## src/rtl/rmq_pkg.sv

```systemverilog
package rmq_pkg;

   // Default leaf count and the node address width that goes with it.
   localparam int LEAVES_DEFAULT = 1024;
   localparam int ADDR_W_DEFAULT = 11;

   localparam int INDEX_W = 10;
   localparam int VALUE_W = 60;

   // Value of a node that no update has lowered yet.
   localparam logic [VALUE_W-1:0] SENTINEL = 60'd1000000000000000007;

   localparam logic KIND_UPDATE = 1'b0;
   localparam logic KIND_QUERY  = 1'b1;

   typedef struct packed {
      logic rd_en;
      logic wr_en;
   } ram_ctl_type;

endpackage

```

## src/rtl/rmq_min_unit.sv

```systemverilog
// Shared compare and select: one wide compare serves both the update
// read-modify-write and the query accumulation.
module rmq_min_unit (
   input  logic [rmq_pkg::VALUE_W-1:0] a_value,
   input  logic [rmq_pkg::VALUE_W-1:0] b_value,
   output logic [rmq_pkg::VALUE_W-1:0] min_value
);

   assign min_value = (a_value < b_value) ? a_value : b_value;

endmodule

```

## src/rtl/rmq_seq.sv

```systemverilog
// Sequencer: clearing pass, bottom-up range walk for updates, leaf-to-root
// walk for queries, and the result register.
module rmq_seq #(
   parameter int LEAVES = rmq_pkg::LEAVES_DEFAULT,
   localparam int SPAN = 1 << $clog2(LEAVES),
   localparam int LEAF_W = $clog2(SPAN),
   localparam int ADDR_W = LEAF_W + 1
) (
   input  logic                        clock,
   input  logic                        reset,
   input  logic                        req_valid,
   output logic                        req_ready,
   input  logic                        req_kind,
   input  logic [rmq_pkg::INDEX_W-1:0] req_first_index,
   input  logic [rmq_pkg::INDEX_W-1:0] req_last_index,
   input  logic [rmq_pkg::VALUE_W-1:0] req_new_value,
   input  logic [rmq_pkg::INDEX_W-1:0] req_query_index,
   output logic                        rsp_valid,
   input  logic                        rsp_ready,
   output logic [rmq_pkg::VALUE_W-1:0] rsp_min_value,
   output rmq_pkg::ram_ctl_type        ram_ctl,
   output logic [ADDR_W-1:0]           ram_wr_addr,
   output logic [rmq_pkg::VALUE_W-1:0] ram_wr_data,
   output logic [ADDR_W-1:0]           ram_rd_addr,
   input  logic [rmq_pkg::VALUE_W-1:0] ram_rd_data
);

   localparam int BOUND_W = ADDR_W + 1;

   typedef enum logic [6:0] {
      ST_CLEAR    = 7'b0000001,
      ST_IDLE     = 7'b0000010,
      ST_UPD_STEP = 7'b0000100,
      ST_UPD_CMP  = 7'b0001000,
      ST_QRY_READ = 7'b0010000,
      ST_QRY_CMP  = 7'b0100000,
      ST_QRY_DONE = 7'b1000000
   } state_type;

   state_type                   state_ff, state_in;
   logic [ADDR_W-1:0]           clr_ff, clr_in;
   logic                        rsp_valid_ff, rsp_valid_in;
   logic [rmq_pkg::VALUE_W-1:0] rsp_value_ff, rsp_value_in;
   logic [BOUND_W-1:0]          lo_ff, lo_in;
   logic [BOUND_W-1:0]          hi_ff, hi_in;
   logic [ADDR_W-1:0]           target_ff, target_in;
   logic [ADDR_W-1:0]           node_ff, node_in;
   logic [rmq_pkg::VALUE_W-1:0] value_ff, value_in;
   logic [rmq_pkg::VALUE_W-1:0] acc_ff, acc_in;

   logic                        first_over;
   logic                        last_over;
   logic                        query_over;
   logic [LEAF_W-1:0]           last_clip;
   logic                        range_empty;
   logic [BOUND_W-1:0]          lo_start;
   logic [BOUND_W-1:0]          hi_start;
   logic [BOUND_W-1:0]          hi_dec;
   logic [ADDR_W-1:0]           node_start;
   logic [rmq_pkg::VALUE_W-1:0] min_a;
   logic [rmq_pkg::VALUE_W-1:0] min_b;
   logic [rmq_pkg::VALUE_W-1:0] min_out;

   rmq_min_unit u_min (
      .a_value   (min_a),
      .b_value   (min_b),
      .min_value (min_out)
   );

   // Request decode. Leaf positions are offset by SPAN to give heap order.
   always_comb begin
      first_over  = 32'(req_first_index) >= 32'(LEAVES);
      last_over   = 32'(req_last_index) >= 32'(LEAVES);
      query_over  = 32'(req_query_index) >= 32'(LEAVES);
      last_clip   = last_over ? LEAF_W'(LEAVES - 1) : LEAF_W'(req_last_index);
      range_empty = first_over || (LEAF_W'(req_first_index) > last_clip);
      lo_start    = {2'b01, LEAF_W'(req_first_index)};
      hi_start    = {2'b01, last_clip} + BOUND_W'(1);
      node_start  = {1'b1, LEAF_W'(req_query_index)};
      hi_dec      = hi_ff - BOUND_W'(1);
   end

   always_comb begin
      state_in     = state_ff;
      clr_in       = clr_ff;
      rsp_valid_in = rsp_valid_ff && !rsp_ready;
      rsp_value_in = rsp_value_ff;
      lo_in        = lo_ff;
      hi_in        = hi_ff;
      target_in    = target_ff;
      node_in      = node_ff;
      value_in     = value_ff;
      acc_in       = acc_ff;
      req_ready    = 1'b0;
      ram_ctl      = '0;
      ram_wr_addr  = target_ff;
      ram_wr_data  = min_out;
      ram_rd_addr  = node_ff;
      min_a        = ram_rd_data;
      min_b        = acc_ff;

      case (state_ff)
         ST_CLEAR: begin
            ram_ctl.wr_en = 1'b1;
            ram_wr_addr   = clr_ff;
            ram_wr_data   = rmq_pkg::SENTINEL;
            clr_in        = clr_ff + ADDR_W'(1);
            if (clr_ff == '1) begin
               state_in = ST_IDLE;
            end
         end
         ST_IDLE: begin
            req_ready = 1'b1;
            if (req_valid) begin
               if (req_kind == rmq_pkg::KIND_UPDATE) begin
                  value_in = req_new_value;
                  lo_in    = lo_start;
                  hi_in    = hi_start;
                  if (!range_empty) begin
                     state_in = ST_UPD_STEP;
                  end
               end else begin
                  acc_in   = rmq_pkg::SENTINEL;
                  node_in  = node_start;
                  state_in = query_over ? ST_QRY_DONE : ST_QRY_READ;
               end
            end
         end
         ST_UPD_STEP: begin
            // One covering node per visit; a level shift when neither edge is odd.
            if (lo_ff >= hi_ff) begin
               state_in = ST_IDLE;
            end else if (lo_ff[0]) begin
               target_in     = lo_ff[ADDR_W-1:0];
               lo_in         = lo_ff + BOUND_W'(1);
               ram_ctl.rd_en = 1'b1;
               ram_rd_addr   = target_in;
               state_in      = ST_UPD_CMP;
            end else if (hi_ff[0]) begin
               target_in     = hi_dec[ADDR_W-1:0];
               hi_in         = hi_dec;
               ram_ctl.rd_en = 1'b1;
               ram_rd_addr   = target_in;
               state_in      = ST_UPD_CMP;
            end else begin
               lo_in = lo_ff >> 1;
               hi_in = hi_ff >> 1;
            end
         end
         ST_UPD_CMP: begin
            min_a         = value_ff;
            min_b         = ram_rd_data;
            ram_ctl.wr_en = 1'b1;
            state_in      = ST_UPD_STEP;
         end
         ST_QRY_READ: begin
            ram_ctl.rd_en = 1'b1;
            state_in      = ST_QRY_CMP;
         end
         ST_QRY_CMP: begin
            acc_in  = min_out;
            node_in = node_ff >> 1;
            state_in = (node_ff == ADDR_W'(1)) ? ST_QRY_DONE : ST_QRY_READ;
         end
         ST_QRY_DONE: begin
            if (!rsp_valid_ff || rsp_ready) begin
               rsp_valid_in = 1'b1;
               rsp_value_in = acc_ff;
               state_in     = ST_IDLE;
            end
         end
         default: begin
            state_in = ST_IDLE;
         end
      endcase
   end

   always_ff @(posedge clock) begin
      if (reset) begin
         state_ff     <= ST_CLEAR;
         clr_ff       <= '0;
         rsp_valid_ff <= 1'b0;
      end else begin
         state_ff     <= state_in;
         clr_ff       <= clr_in;
         rsp_valid_ff <= rsp_valid_in;
      end
   end

   always_ff @(posedge clock) begin
      rsp_value_ff <= rsp_value_in;
      lo_ff        <= lo_in;
      hi_ff        <= hi_in;
      target_ff    <= target_in;
      node_ff      <= node_in;
      value_ff     <= value_in;
      acc_ff       <= acc_in;
   end

   assign rsp_valid     = rsp_valid_ff;
   assign rsp_min_value = rsp_value_ff;

endmodule

```

## config.mk

```make
export PLATFORM = sky130hd
export DESIGN_NAME = rmq_seq
export DESIGN_NICKNAME = d
export VERILOG_FILES = /design/src/rtl/rmq_pkg.sv /design/src/rtl/rmq_min_unit.sv /design/src/rtl/rmq_seq.sv
export SDC_FILE = /design/constraint.sdc
export NUM_CORES = 1
export LEC_CHECK = 0
export BUFFER_PORTS_ARGS = -buffer_cell sky130_fd_sc_hd__buf_2
export CAP_MARGIN = 40
export CELL_PAD_IN_SITES_DETAIL_PLACEMENT = 1
export CELL_PAD_IN_SITES_GLOBAL_PLACEMENT = 1
export CORE_MARGIN = 1.5
export CORE_UTILIZATION = 47
export DETAILED_ROUTE_END_ITERATION = 8
export PLACE_DENSITY_LB_ADDON = 0.1
export SLEW_MARGIN = 5
export SYNTH_ARGS = -nofsm -noshare
export SYNTH_HDL_FRONTEND = slang
export SYNTH_SLANG_ARGS = --single-unit
```

## constraint.sdc

```tcl
create_clock -name clock -period 12.77 [get_ports clock]
set_input_delay 2.554 -clock clock [delete_from_list [all_inputs] [get_ports clock]]
set_output_delay 2.554 -clock clock [all_outputs]
set_load 0.01 [all_outputs]
```

==> flow_summary.yaml, run 1 <==
run_status:
  outcome: "finished, final reports clean"
grt:
  overflow: 0
  grt_pass1_vias: 11350
  grt_max_degree: 123
  grt_first_pass_wirelength_mm: 62.69
  antenna_found_initial: 2
  grt.total_usage: 0.2603
yosys:
  yosysTopAreaCellShare: 0.4838
  avgSynthCellArea_sq_um: 11.42
  synthCells: 1228
  synth_warnings: 0
  synthFlopType: "edfxtp_1"
  ys_types: 59
  syn-cell-area_sq_um: 14030
  synth_edf_count: 226
  seq_area_frac_synth: 0.5109
  ys_ff_latch: 245
  ys_top_cells_by_area: "edfxtp_1 48%, mux2i_1 13%, ha_1 7.7%, dfxtp_1 2.7%, inv_1 2.4%"
  synth_top_area_cell: "edfxtp_1"
  async_reset_ff_frac: 0
  syn_nets: 1469
routing:
  first_pass_iters: 5
  route.detailed.drc: 0
  viasPerCell: 5.463
  dr_total_vias: 10540
  wl_per_cell_um: 20.99
  ant_nets: 0
  first_iter_violations: 478
  wirelength_mm: 40.49
timing:
  finalHoldViolCount: 0
  min_period_over_period: 0.6873
  slew_headroom: 0.4081
  tightest_slew_ps: 887.9
  setup_tns_ps: 0
  rsz0062_at_grt: "false"
  finalSetupViolCount: 0
  fmax_mhz: 113.9
  fin_skew_ps: 14.69
  post-route-min-period_ps: 8777
  maxSlewViolCount: 0
clock_tree:
  clkSinkCount: 245
  hold_buffers: 0
  cts_buffers: 28
  cts_buffer_depth: 3
  ctsHtreeMaxLevel: 1
  postCtsSetupBuffers: 0
  cts_tree: "done"
  cts_resized: 0
  clkTransAtPathRegs_ps: 60
  ctsRootBufferMaster: "clkbuf_16"
  clk_latency_ps: 550
placement:
  post-dp-hpwl_mm: 28.86
  gp_congestion: 0.8346
  io_buffers: 300
pwr:
  pwr-share-seq: 0.426
  p_leak_uw: 0.007550
  power_frac_comb: 0.226
  p_int_uw: 1522
  p_sw_uw: 644.9
  irDropWorstVdd_mv: 0.09153
  netSwitchingFraction: 0.2976
  power_uw: 2167
  cellPowerDensity_nw_per_um2: 128.6
  p_clk_frac: 0.348
critical_path:
  critPathLaunch: "ram_rd_data[59]"
  end_kind: "primary output"
  critPathArrivalTime_ps: 6220
  crit_fanout: 33
  reg2reg_slack_ps: 7500
  required_ps: 10220
  critPathLaunchType: "primary input"
  r2r_start: "state_ff[1]"
  path_class: "in -> out"
cells_and_area:
  drive_above_1_share: 0.2531
  final_cell_mix: "300 x buf_2, 226 x edfxtp_1, 182 x mux2i_1"
  regArea_sq_um: 7167
  layout.nets: 1758
  area_growth_pct: 20.09
  final_common_cell: "buf_2"
  multi_input_area_sq_um: 6284
  fillers: 3244
floorplan:
  die_height_um: 175.8
  boundaryPins: 301
  core-area_sq_um: 29480
  design.die.area_sq_um: 30890
  start_util: 0.4759
  rows: 63
  dieWidth_um: 175.8
hold_path:
  worstHoldStart: "acc_ff[56]"
  hp-class: "reg -> reg"
job:
  drv_cap: 0
power by group through the flow:
stage | Clock [uW] | Sequential [uW] | Combinational, uW
after floorplan | 0 | 936 | 272
after global placement | 0 | 939 | 467
after detailed placement | 0 | 940 | 490
after CTS | 764 | 923 | 494
after global routing | 789 | 926 | 535
final | 754 | 923 | 490
metal layers:
metal / GRT usage / vias to the layer above / part of all wire / wire [um]
met4: 0.08654 / 0 / 0.029 / 1158
met5: 0 / - / 0 / 0
met1: 0.3329 / 5173 / 0.43 / 17430
li1: - / 5035 / - / -
met3: 0.03593 / 59 / 0.049 / 1991
met2: 0.4531 / 272 / 0.49 / 19910
flip-flops by register name, summed over array words and instances, names as in the netlist, named ones only:
| signal | flops |
|---|---|
| acc_ff | 60 |
| rsp_min_value | 60 |
| value_ff | 60 |
| lo_ff | 12 |
| clr_ff | 11 |
| node_ff | 11 |
| target_ff | 11 |
| hi_ff | 10 |
| state_ff | 7 |
| rsp_valid | 1 |
synth_stat cells, types with 3 or more instances:
library cell    n
o21a_1          4
a31oi_1         7
or2_2           9
buf_8           3
or2_1          45
nor2b_1        35
edfxtp_1      226
o21ai_0        34
nor3_1         12
nand4_1        20
buf_2           3
a21o_1         12
nand3b_1        5
mux2_2         11
dfxtp_1        19
a221o_1         4
ha_1           86
nor2_1         67
or3_1           7
buf_1          10
and2_1         34
nand2_1        83
and4_1          3
o41ai_1         5
o31ai_1         3
o211ai_1        6
mux2i_1       182
clkbuf_1       39
xnor2_1        21
a221oi_1       11
inv_1          88
xor2_1         11
nand2b_1        9
a21oi_1        44
nor4_1          6
o221a_2         6
a211oi_1        7
nand3_1        22
stage by stage:
stage	hold slack (ps)	setup WS, ps	cell area [sq um]	utilization	instances
after global routing	453.8	3690	16840	0.5713	1928
after global placement	429.2	3996	15870	0.5382	1869
after CTS	446.4	3912	16840	0.5713	1927
after floorplan	426.1	5218	14030	-	1228
final	444.4	3993	16850	0.5714	1929
after detailed placement	435.4	3926	16010	0.5429	1877
final timing paths:
| check | endpoint | depth (start not counted) |
|---|---|---|
| hold / removal | rsp_min_value[56] | 0 |
| hold reg to reg | rsp_min_value[56] | 0 |
| setup / recovery | ram_wr_data[1] | 13 |
| setup reg to reg | acc_ff[59] | 14 |
area by class of cell:
cell class              instances  area share
inverters                      88     0.01961
repair buffers                319      0.1031
multi-input cells             835      0.3730
flip-flops and latches        245      0.4254
well taps                     390     0.02897
clock inverters                16    0.005422
diodes                          2   0.0002971
clock buffers                  34     0.04419
logic make-up (layout without fill, tap and decap cells):
logic type | count (synthesis) | in the layout | share of synthesized area
AND/OR/NAND/NOR | 371 | 371 | 0.1383
multiplexers | 193 | 193 | 0.1387
buffers and inverters | 148 | 457 | 0.04397
flip-flops | 245 | 245 | 0.5109
XOR/XNOR | 32 | 32 | 0.01998
other | 0 | 2 | 0
AO/OA/AOI/OAI | 153 | 153 | 0.07144
adder cells (fa/ha/maj) | 86 | 86 | 0.07670
critical path, stage by stage:
cell and delay, ps:
buf_2 100, mux2i_1 220, inv_1 70, ha_1 340, nand4_1 210, nor4_2 520, nand3_1 210, or4_1 600
o21ai_4 160, buf_4 560, mux2i_1 200, or2_2 310, buf_2 140
Power figures use the tool's default switching activity.
==> inputs of run 2 (changes only) <==
CORE_UTILIZATION = 44   (was 47)
clock period = 8.25 ns   (was 12.77 ns; I/O delays follow)
==> run 2 against run 1 <==
  * Power is 61% higher
  * Combinational power increased by 57%
  * Critical endpoint is now ram_wr_data[18]
  * Sequential share of layout area fell by 0.59 points
  * Largest cell class unchanged
  * Sequential power rose by 55%
==> flow_summary.yaml, run 2 (synthesis results as in run 1) <==
critical_path:
  crit_chain: "nor2_1 -> nand4_1 -> buf_12 -> buf_12 -> mux2i_1 -> inv_1 -> ha_1 -> a21oi_1 -> o21ai_0 -> a221oi_1 -> o41ai_1 -> a211oi_1 -> o21ai_4 -> buf_4 -> mux2i_1 -> or2_2 -> buf_2"
  cp_top_family: "compound AO/OA/AOI/OAI gates"
  end_kind: "primary output"
  critPathLaunchType: "flop"
  cpPeakStageDelay_ps: 750
  required_ps: 6600
  crit_fanout: 74
  path_buf_inv: 5
  cp_slowest_cell: "a211oi_1"
  path_class: "reg -> out"
  critPathArrivalTime_ps: 5650
routing:
  dr_total_vias: 10650
  wl_per_cell_um: 21.01
  first_iter_violations: 556
  ant_nets: 0
  viasPerCell: 5.454
  first_pass_iters: 5
  wirelength_mm: 41.03
  route.detailed.drc: 0
timing:
  setup_tns_ps: 0
  fin_skew_ps: 21.41
  finalHoldViolCount: 0
  post-route-min-period_ps: 7298
  slew_headroom: 0.4326
  tightest_slew_ps: 848.0
  maxSlewViolCount: 0
  finalSetupViolCount: 0
  fmax_mhz: 137.0
  rsz0062_at_grt: "false"
  holdWs_ps: 448.0
  min_period_over_period: 0.8847
cells_and_area:
  stdcell_area_sq_um: 17090
  drive_above_1_share: 0.2626
  fillers: 3401
  final_cell_mix: "300 x buf_2, 226 x edfxtp_1, 182 x mux2i_1"
  layout.cells.non_filler: 1953
  area_growth_pct: 21.79
  final_common_cell: "buf_2"
  layout.nets: 1764
clock_tree:
  clk_latency_ps: 560
  clkTransAtPathRegs_ps: 60
  postCtsSetupBuffers: 0
  cts_buffer_depth: 3
  cts_resized: 0
  ctsHtreeMaxLevel: 1
  clkSinkCount: 245
  cts_buffers: 29
  hold_buffers: 0
  cts_tree: "done"
  ctsRootBufferMaster: "clkbuf_16"
floorplan:
  dieWidth_um: 181.6
  core-area_sq_um: 31470
  rows: 65
  start_util: 0.4457
  design.die.area_sq_um: 32960
  die_height_um: 181.6
  boundaryPins: 301
pwr:
  p_leak_uw: 0.007659
  power_uw: 3488
  cellPowerDensity_nw_per_um2: 204.2
  irDropWorstVdd_mv: 0.1903
hold_path:
  hp-class: "reg -> reg"
placement:
  dp_cells: 1893
  io_buffers: 300
  postPlaceCellArea_sq_um: 16100
  gp_congestion: 0.8237
  post-dp-hpwl_mm: 30.27
grt:
  grt_max_degree: 75
  grt_first_pass_wirelength_mm: 62.73
  grt_pass1_vias: 11290
  grt.total_usage: 0.2456
  antenna_found_initial: 5
  overflow: 0
run_status:
  outcome: "finished, final reports clean"
job:
  drv_cap: 0
==> run 2: cell count changes in the layout (fill, tap and decap cells not counted), moves of 2 or more <==
cell | previous run | this run
clkinv_1 | 11 | 1
clkinv_2 | 4 | 8
buf_12 | 3 | 6
diode_2 | 2 | 5
clkbuf_1 | 5 | 7
clkbuf_16 | 29 | 31
clkbuf_8 | 0 | 2
==> run 2: metal layers <==
layer  global-route usage  wire, um
met1               0.3100     17570
met2               0.4351     20320
met3              0.03530      2091
met4              0.07467      1040
met5                    0        13
==> run 2: through the flow <==
| step | util | worst slack, ps |
|---|---|---|
| after floorplan | - | 2506 |
| after global placement | 0.5065 | 1320 |
| after detailed placement | 0.5117 | 1187 |
| after CTS | 0.5422 | 841.2 |
| after global routing | 0.5427 | 639.0 |
| final | 0.5428 | 951.6 |
==> run 2: final timing paths <==
check	start	to	slack, ps	depth (start not counted)
worst max-delay path	state_ff[1]	ram_wr_data[18]	950	17
worst min-delay path	acc_ff[31]	rsp_min_value[31]	450	0
worst max register to register	state_ff[1]	acc_ff[25]	2990	16
worst min register to register	acc_ff[31]	rsp_min_value[31]	450	0
==> run 2: power breakdown <==
| part | internal, uW | total (uW) | leakage (uW) | switching, uW |
|---|---|---|---|---|
| sequential | 1400 | 1430 | 0.00211 | 29.3 |
| clock | 766 | 1290 | 0.000477 | 527 |
| combinational | 302 | 767 | 0.00507 | 465 |
==> run 2: layout make-up <==
cell class              count  area, sq um  share of cell area
well taps                 402        503.0             0.02944
clock buffers              40        829.5             0.04855
diodes                      5        12.51           0.0007323
inverters                  88        330.3             0.01933
clock inverters            14        131.4            0.007690
flip-flops and latches    245         7167              0.4195
repair buffers            324         1828              0.1070
multi-input cells         835         6284              0.3678
==> inputs of run 3 (changes only) <==
REMOVE_ABC_BUFFERS = 1   (was default)
==> run 3 against run 2 <==
  * Core utilization fell by 0.55 points
  * Sequential power barely moved
  * Global-route usage barely moved
  * Highest routed layer unchanged
  * Non-clock buffer count fell by 1
  * Largest cell class unchanged
  * Cell count fell by 0.26%
  * Clock power fell by 9%
  * Design area fell by 1.0%
==> flow_summary.yaml, run 3 (synthesis results as in run 1) <==
critical_path:
  end_kind: "primary output"
  path_buf_inv: 4
  reg2reg_slack_ps: 3180
  cpPeakStageDelay_ps: 590
  cp_top_family: "simple AND/OR/NAND/NOR gates"
  path_class: "reg -> out"
  critPathLaunchType: "flop"
  crit_fanout: 70
  critPathArrivalTime_ps: 5510
  crit_chain: "nor2_1 -> nand4_1 -> buf_12 -> mux2i_1 -> inv_1 -> ha_1 -> nand4_1 -> nor3_1 -> nand3_1 -> or4_1 -> o21ai_4 -> buf_4 -> mux2i_1 -> and2_1 -> buf_2"
  r2r_end: "acc_ff[59]"
  r2r_start: "state_ff[0]"
  required_ps: 6600
  rr_worst_depth: 14
  cp_slowest_cell: "or4_1"
timing:
  tightest_slew_ps: 747.0
  maxSlewViolCount: 0
  rsz0062_at_grt: "false"
  min_period_over_period: 0.8685
  finalHoldViolCount: 0
  post-route-min-period_ps: 7165
  fmax_mhz: 139.6
  slew_headroom: 0.5020
  fin_skew_ps: 10.28
  fin_ws_ps: 1085
  finalSetupViolCount: 0
routing:
  first_iter_violations: 458
  route.detailed.drc: 0
  first_pass_iters: 7
  viasPerCell: 5.422
  wl_per_cell_um: 21.14
  ant_nets: 0
  dr_total_vias: 10560
  wirelength_mm: 41.17
floorplan:
  start_util: 0.4457
  rows: 65
  boundaryPins: 301
  core-area_sq_um: 31470
  design.die.area_sq_um: 32960
  die_height_um: 181.6
  dieWidth_um: 181.6
hold_path:
  worstHoldStart: "acc_ff[24]"
  min_to: "rsp_min_value[24]"
  hold_depth: 0
  hp-class: "reg -> reg"
cells_and_area:
  final_cell_mix: "300 x buf_2, 226 x edfxtp_1, 182 x mux2i_1"
  layout.cells.non_filler: 1948
  fillers: 3446
  layout.nets: 1763
  final_common_cell: "buf_2"
  area_growth_pct: 20.55
  stdcell_area_sq_um: 16910
  drive_above_1_share: 0.2545
pwr:
  p_leak_uw: 0.007579
  power_uw: 3385
  irDropWorstVdd_mv: 0.1454
  cellPowerDensity_nw_per_um2: 200.1
clock_tree:
  cts_buffers: 29
  ctsRootBufferMaster: "clkbuf_16"
  clk_latency_ps: 550
  cts_tree: "done"
  clkSinkCount: 245
  cts_resized: 0
  postCtsSetupBuffers: 0
  ctsHtreeMaxLevel: 1
  hold_buffers: 0
  clkTransAtPathRegs_ps: 60
  cts_buffer_depth: 3
grt:
  antenna_found_initial: 3
  grt_pass1_vias: 11250
  grt_max_degree: 71
  grt.total_usage: 0.2460
  grt_first_pass_wirelength_mm: 62.97
  overflow: 0
placement:
  post-dp-hpwl_mm: 30.13
  gp_congestion: 0.8733
  io_buffers: 300
  dp_slack_ps: 1202
  dp_cells: 1893
  postPlaceCellArea_sq_um: 16060
run_status:
  outcome: "finished, final reports clean"
job:
  drv_cap: 0
[run 3: power breakdown]
group          internal, uW  leakage, uW  switching, uW
Combinational           310      0.00505            469
Clock                   673     0.000414            504
Sequential             1400      0.00211           29.0
[run 3: per-layer routing]
layer,part of all wire,track usage,up-vias
met3,0.044,0.03530,50
met1,0.42,0.2970,5213
met2,0.51,0.4554,257
li1,-,-,5040
met5,0.00032,0,-
met4,0.022,0.06667,2
[run 3: metrics by stage]
| step | TNS [ps] | utilization | hold slack (ps) |
|---|---|---|---|
| after global placement | 0 | 0.5059 | 429.2 |
| after CTS | 0 | 0.5372 | 445.5 |
| after global routing | 0 | 0.5373 | 456.2 |
| final | 0 | 0.5373 | 448.0 |
| after floorplan | -657460 | - | 426.1 |
| after detailed placement | 0 | 0.5101 | 435.2 |
[run 3: how the worst max path moves through the flow]
stage	startpoint	endpoint	cells after the start
after floorplan	state_ff[2]	ram_wr_data[18]	12
after global placement	ram_rd_data[41]	ram_wr_data[30]	13
after detailed placement	ram_rd_data[42]	ram_wr_data[30]	13
after CTS	state_ff[0]	ram_wr_data[30]	15
after global routing	state_ff[0]	ram_wr_data[30]	15
final	state_ff[0]	ram_wr_data[30]	15
[run 3: area by class of cell]
| class | instances | area [sq um] | area share |
|---|---|---|---|
| flip-flops and latches | 245 | 7167 | 0.4238 |
| multi-input cells | 835 | 6284 | 0.3716 |
| repair buffers | 323 | 1772 | 0.1048 |
| clock buffers | 39 | 763.2 | 0.04513 |
| well taps | 402 | 503.0 | 0.02974 |
| inverters | 88 | 330.3 | 0.01953 |
| clock inverters | 14 | 87.58 | 0.005179 |
| diodes | 2 | 5.005 | 0.0002959 |
[run 3: worst reg2reg max path, delay by kind of cell, from the launching register on]
kind / cells / cell delay (ps)
and+or+nand+nor: 7 / 1920
buffers and inverters: 3 / 1050
muxes: 2 / 580
AOI/OAI and AO/OA: 1 / 560
DFF: 1 / 420
adders and majority gates: 1 / 300
